--- config.mk ---
export PLATFORM = sky130hd
export DESIGN_NAME = palu_div_step
export DESIGN_NICKNAME = d
export VERILOG_FILES = /design/src/rtl/core/assert_macros.svh /design/src/rtl/core/palu_pkg.sv /design/src/rtl/core/palu_div_step.sv
export SDC_FILE = /design/constraint.sdc
export NUM_CORES = 1
export LEC_CHECK = 0
export BUFFER_PORTS_ARGS = -buffer_cell sky130_fd_sc_hd__buf_2
export CORE_AREA = 4 4 303 305
export CTS_BUF_LIST = sky130_fd_sc_hd__clkbuf_4 sky130_fd_sc_hd__clkbuf_8 sky130_fd_sc_hd__clkbuf_16
export DETAILED_ROUTE_END_ITERATION = 8
export DIE_AREA = 0 0 307 309
export PLACE_DENSITY = 0.42
export SKIP_CTS_REPAIR_TIMING = 1
export SLEW_MARGIN = 20
export SYNTH_ARGS = -nofsm -noshare
export SYNTH_HDL_FRONTEND = slang
export SYNTH_SLANG_ARGS = --single-unit
--- constraint.sdc ---
create_clock -name i_clk -period 3.4 [get_ports i_clk]
set_input_delay 0.34 -clock i_clk [delete_from_list [all_inputs] [get_ports i_clk]]
set_output_delay 0.34 -clock i_clk [all_outputs]
set_load 0.01 [all_outputs]
--- src/rtl/core/assert_macros.svh ---
// Assertion macros for the ALU core RTL.
// Depends on nothing; files that assert include it by name.
`ifndef ASSERT_MACROS_SVH
`define ASSERT_MACROS_SVH
`ifndef SYNTH
`define PALU_ASSERT(label, clk, rst_n, prop, msg) \
    label: assert property (@(posedge clk) disable iff (!rst_n) prop) else $error(msg);
`define PALU_ASSERT_IMPL(label, clk, rst_n, ante, cons, msg) \
    `PALU_ASSERT(label, clk, rst_n, (ante) |-> (cons), msg)
`else
`define PALU_ASSERT(label, clk, rst_n, prop, msg)
`define PALU_ASSERT_IMPL(label, clk, rst_n, ante, cons, msg)
`endif
`endif

--- src/rtl/core/palu_pkg.sv ---
// Package for the pcode ALU core: transaction structs, opcodes and pipeline record.
// Depends on nothing.
`default_nettype none
package palu_pkg;

    localparam int unsigned VAL_W = 64;

    typedef struct packed {
        logic [4:0]       func;
        logic [VAL_W-1:0] a_value;
        logic             a_defined;
        logic [VAL_W-1:0] b_value;
        logic             b_defined;
        logic [3:0]       a_bytes;
        logic [3:0]       b_bytes;
        logic [3:0]       out_bytes;
    } t_in_item;

    typedef struct packed {
        logic [VAL_W-1:0] result;
        logic             result_defined;
    } t_out_item;

    typedef enum logic [4:0] {
        OP_COPY     = 5'd0,
        OP_EQ       = 5'd1,
        OP_NE       = 5'd2,
        OP_LTU      = 5'd3,
        OP_LTS      = 5'd4,
        OP_LEU      = 5'd5,
        OP_LES      = 5'd6,
        OP_ZEXT     = 5'd7,
        OP_SEXT     = 5'd8,
        OP_ADD      = 5'd9,
        OP_SUB      = 5'd10,
        OP_NOT      = 5'd11,
        OP_XOR      = 5'd12,
        OP_AND      = 5'd13,
        OP_OR       = 5'd14,
        OP_SHL      = 5'd15,
        OP_SHR      = 5'd16,
        OP_SAR      = 5'd17,
        OP_MUL      = 5'd18,
        OP_DIVU     = 5'd19,
        OP_DIVS     = 5'd20,
        OP_REMU     = 5'd21,
        OP_REMS     = 5'd22,
        OP_BNOT     = 5'd23,
        OP_BXOR     = 5'd24,
        OP_BAND     = 5'd25,
        OP_BOR      = 5'd26,
        OP_PIECE    = 5'd27,
        OP_SUBPIECE = 5'd28
    } t_op;

    typedef enum logic [1:0] {
        K_SIMPLE = 2'd0,
        K_DIV    = 2'd1,
        K_REM    = 2'd2
    } t_kind;

    typedef struct packed {
        t_kind            kind;
        logic             def;
        logic             negr;
        logic [VAL_W-1:0] res;
        logic [VAL_W-1:0] omask;
        logic [VAL_W-1:0] dd;
        logic [VAL_W-1:0] dv;
        logic [VAL_W-1:0] q;
        logic [VAL_W-1:0] rm;
    } t_pipe;

endpackage
`default_nettype wire

--- src/rtl/core/palu_div_step.sv ---
// One restoring-division stage: resolves a single quotient bit per register stage.
// Depends on palu_pkg.
`default_nettype none
module palu_div_step
    import palu_pkg::*;
#(
    parameter int unsigned BIT = 0
) (
    input  wire logic  i_clk,
    input  wire logic  i_rst_n,
    input  wire logic  i_en,
    input  wire logic  i_valid,
    input  wire t_pipe i_pipe,
    output logic       o_valid,
    output t_pipe      o_pipe
);

    logic         r_valid;
    t_pipe        r_pipe, n_pipe;
    logic [VAL_W:0] trial, diff;
    logic           ge;

    always_comb begin
        trial = {i_pipe.rm, i_pipe.dd[BIT]};
        diff  = trial - {1'b0, i_pipe.dv};
        ge    = trial >= {1'b0, i_pipe.dv};
        n_pipe        = i_pipe;
        n_pipe.rm     = ge ? diff[VAL_W-1:0] : trial[VAL_W-1:0];
        n_pipe.q[BIT] = ge;
    end

    always_ff @(posedge i_clk) begin
        if (!i_rst_n) begin
            r_valid <= 1'b0;
        end else if (i_en) begin
            r_valid <= i_valid;
        end
    end

    always_ff @(posedge i_clk) begin
        if (i_en) begin
            r_pipe <= n_pipe;
        end
    end

    assign o_valid = r_valid;
    assign o_pipe  = r_pipe;

endmodule
`default_nettype wire
==> impl_metrics.ini <==
[run_status]
outcome = complete, no violations

[sta]
worst_slew_pin_slew_ps = 829.7
slew_viol_final = 0
finalSetupViolations = 0
setup_ws_ps = 118.7
clock_skew_ps = 0
hold_ws_ps = 13.55
tns_ps = 0
hold_viol_final = 0
maxSlewHeadroom = 0.4469
min_period_over_period = 0.9651
fmax_mhz = 304.8
period_minus_slack_ps = 3281

[detailed_routing]
drt_iter0_drc = 914
vias = 14720
wl_per_cell_um = 22.44
final_antenna_net_count = 0
drc = 0
drtPass1Iterations = 4
routed_wl_um = 82330
vias_per_cell = 4.012

[die]
die_h_um = 309
start_util = 0.1852
dieWidth_um = 307
fp-row-count = 110
pin_count = 781
core_area_mm2 = 0.08932
die-area_mm2 = 0.09486

[synthesis]
ys.flop_type = edfxtp_1
avgSynthCellArea_um2 = 14.47
ys_warn_count = 0
syn_nets = 1600
ys_ff_latch = 389
synthesis.area_mm2 = 0.01654
post_synth_num_cell_types = 67
syn-instance-count = 1143
synth_seq_area_share = 0.7057
synth_edf_count = 388
async_flop_share = 0

[finish]
syn_to_final_growth_pct = 69.91
fill_cells = 9189
fin_nets = 2911
postLayoutCellArea_mm2 = 0.02810
fin_cells = 3669
final_util = 0.3146
drive_above_1_share = 0.4401

[global_route]
grt_max_degree = 91
grt_pass1_wl_um = 106500
antenna_found_initial = 27
use_met1 = 0.1703
grt_pass1_vias = 14220
grt_overflow_total = 0
grt_use_met3 = 0.07723
busiest_layer = met2
grt_use_total = 0.1587
use_met2 = 0.2725

[clock_tree]
clock_path_buffers = 3
insertion_delay_ps = 600
cts_root_buf = clkbuf_16
cts.sinks = 389
cts_htree_levels = 2
clk_pin_slew_ps = 60
cts_tree = yes
cts-buffers-inserted = 46

[worst_hold_path]
worstHoldStart = i_valid
min_path_type = input port to flop

[setup_path]
cp-startpoint = i_pipe[174]
worstReg2RegStart = o_valid
worstPathMaxFanout = 20
required_ps = 3750
cp-start-kind = input port
worstSetupEndpointType = flop
cp.arrival_ps = 3630
crit_type = input port to flop

[place]
gp_congestion = 0.8554
io_buffers = 779
dpl_cell_area_mm2 = 0.02332
pre_cts_slack_ps = -518.7
place_inst = 3263
dp_hpwl_um = 66920

[pwr]
p_leak_nw = 12.25
powerDensity_mw_per_mm2 = 500.3
total_power_mw = 14.06
max-vdd-ir-drop_uv = 313.7

[flow_run]
maxCapViolCount = 0
==> worst max-delay path, stage by stage <==
cell and delay, ps:
dlygate4sd3_1 540, buf_2 120, inv_1 50, ha_1 280, nand2_1 80, nor3_1 260
nand4_1 220, or4_1 450, nor4_1 410, a2111o_1 190, a21o_4 140, buf_12 170
mux2_1 340
==> layout by cell type, fill, tap and decap left out, types with 5 or more instances in the layout <==
master,count
nand4_1,15
o21ai_0,41
buf_4,192
diode_2,5
nor2b_1,6
buf_12,7
nor2_1,76
o21a_1,12
a211oi_1,6
a21o_1,36
bufinv_16,6
nor3_1,8
nand3_1,11
o21bai_1,11
clkbuf_16,46
or3_1,7
mux2_1,14
inv_6,7
and3_1,5
edfxtp_1,388
ha_1,64
nand2_1,60
nor2_2,10
buf_2,778
xor2_1,20
a21oi_1,110
a21oi_2,13
clkbuf_4,7
clkinv_1,7
inv_1,79
xnor2_1,37
dlygate4sd3_1,319
and2_1,5
==> Yosys cell counts (all sizes together), types with 3 or more instances <==
| cell type | n | area, µm² |
|---|---|---|
| a211oi | 6 | 45.04 |
| a21boi | 4 | 30.02 |
| a21o | 37 | 277.8 |
| a21oi | 123 | 660.6 |
| a31oi | 5 | 37.53 |
| a41oi | 3 | 33.79 |
| and2 | 5 | 31.28 |
| and3 | 5 | 31.28 |
| buf | 20 | 135.1 |
| clkbuf | 14 | 52.55 |
| edfxtp | 388 | 11650 |
| ha | 64 | 800.8 |
| inv | 79 | 296.5 |
| mux2 | 15 | 168.9 |
| nand2 | 60 | 225.2 |
| nand2b | 3 | 18.77 |
| nand3 | 11 | 55.05 |
| nand3b | 3 | 22.52 |
| nand4 | 15 | 93.84 |
| nand4b | 3 | 26.28 |
| nor2 | 86 | 347.8 |
| nor2b | 6 | 37.54 |
| nor3 | 9 | 50.05 |
| o211ai | 6 | 55.05 |
| o21a | 12 | 90.09 |
| o21ai | 46 | 234.0 |
| o21bai | 11 | 82.58 |
| o31ai | 6 | 55.05 |
| or2 | 3 | 18.77 |
| or3 | 7 | 43.79 |
| xnor2 | 37 | 324.1 |
| xor2 | 20 | 175.2 |
==> kinds of logic after synthesis <==
group,synth area share
AOI/OAI and AO/OA,0.1096
and+or+nand+nor,0.06423
DFF,0.7057
adders and majority gates,0.04963
buffers and inverters,0.02928
muxes,0.01142
xor gates and xnor gates,0.03018
==> layer usage <==
layer | part of all wire | routed length (µm)
met1 | 0.38 | 31690
met2 | 0.49 | 40270
met3 | 0.090 | 7406
met4 | 0.035 | 2852
met5 | 0.0012 | 98
==> where the power goes <==
group          internal, mW  switching [mW]
Sequential             5.80           0.130
Combinational          1.34            1.57
Clock                  3.04            2.17
==> path summary, 6_finish.rpt <==
kind | endpoint | slack (ps) | cells past startpoint
min | o_valid | 10 | 3
max reg2reg | o_valid | 2800 | 2
min reg2reg | o_valid | 530 | 2
max | o_pipe[23] | 120 | 13
==> area by class of cell <==
type / count / area, µm² / share of cell area
antenna: 5 / 12.51 / 0.0004452
clock buffer: 53 / 1204 / 0.04283
clock inverter: 29 / 367.9 / 0.01309
inverter: 79 / 296.5 / 0.01055
multi-input combinational: 641 / 4395 / 0.1564
sequential: 389 / 11670 / 0.4153
tap: 1176 / 1471 / 0.05236
timing repair buffer: 1297 / 8683 / 0.3090
==> registers in the layout, summed over array words and instances, names as in the netlist <==
signal / count
o_pipe: 388
o_valid: 1
(Power assumes the default switching activity.)
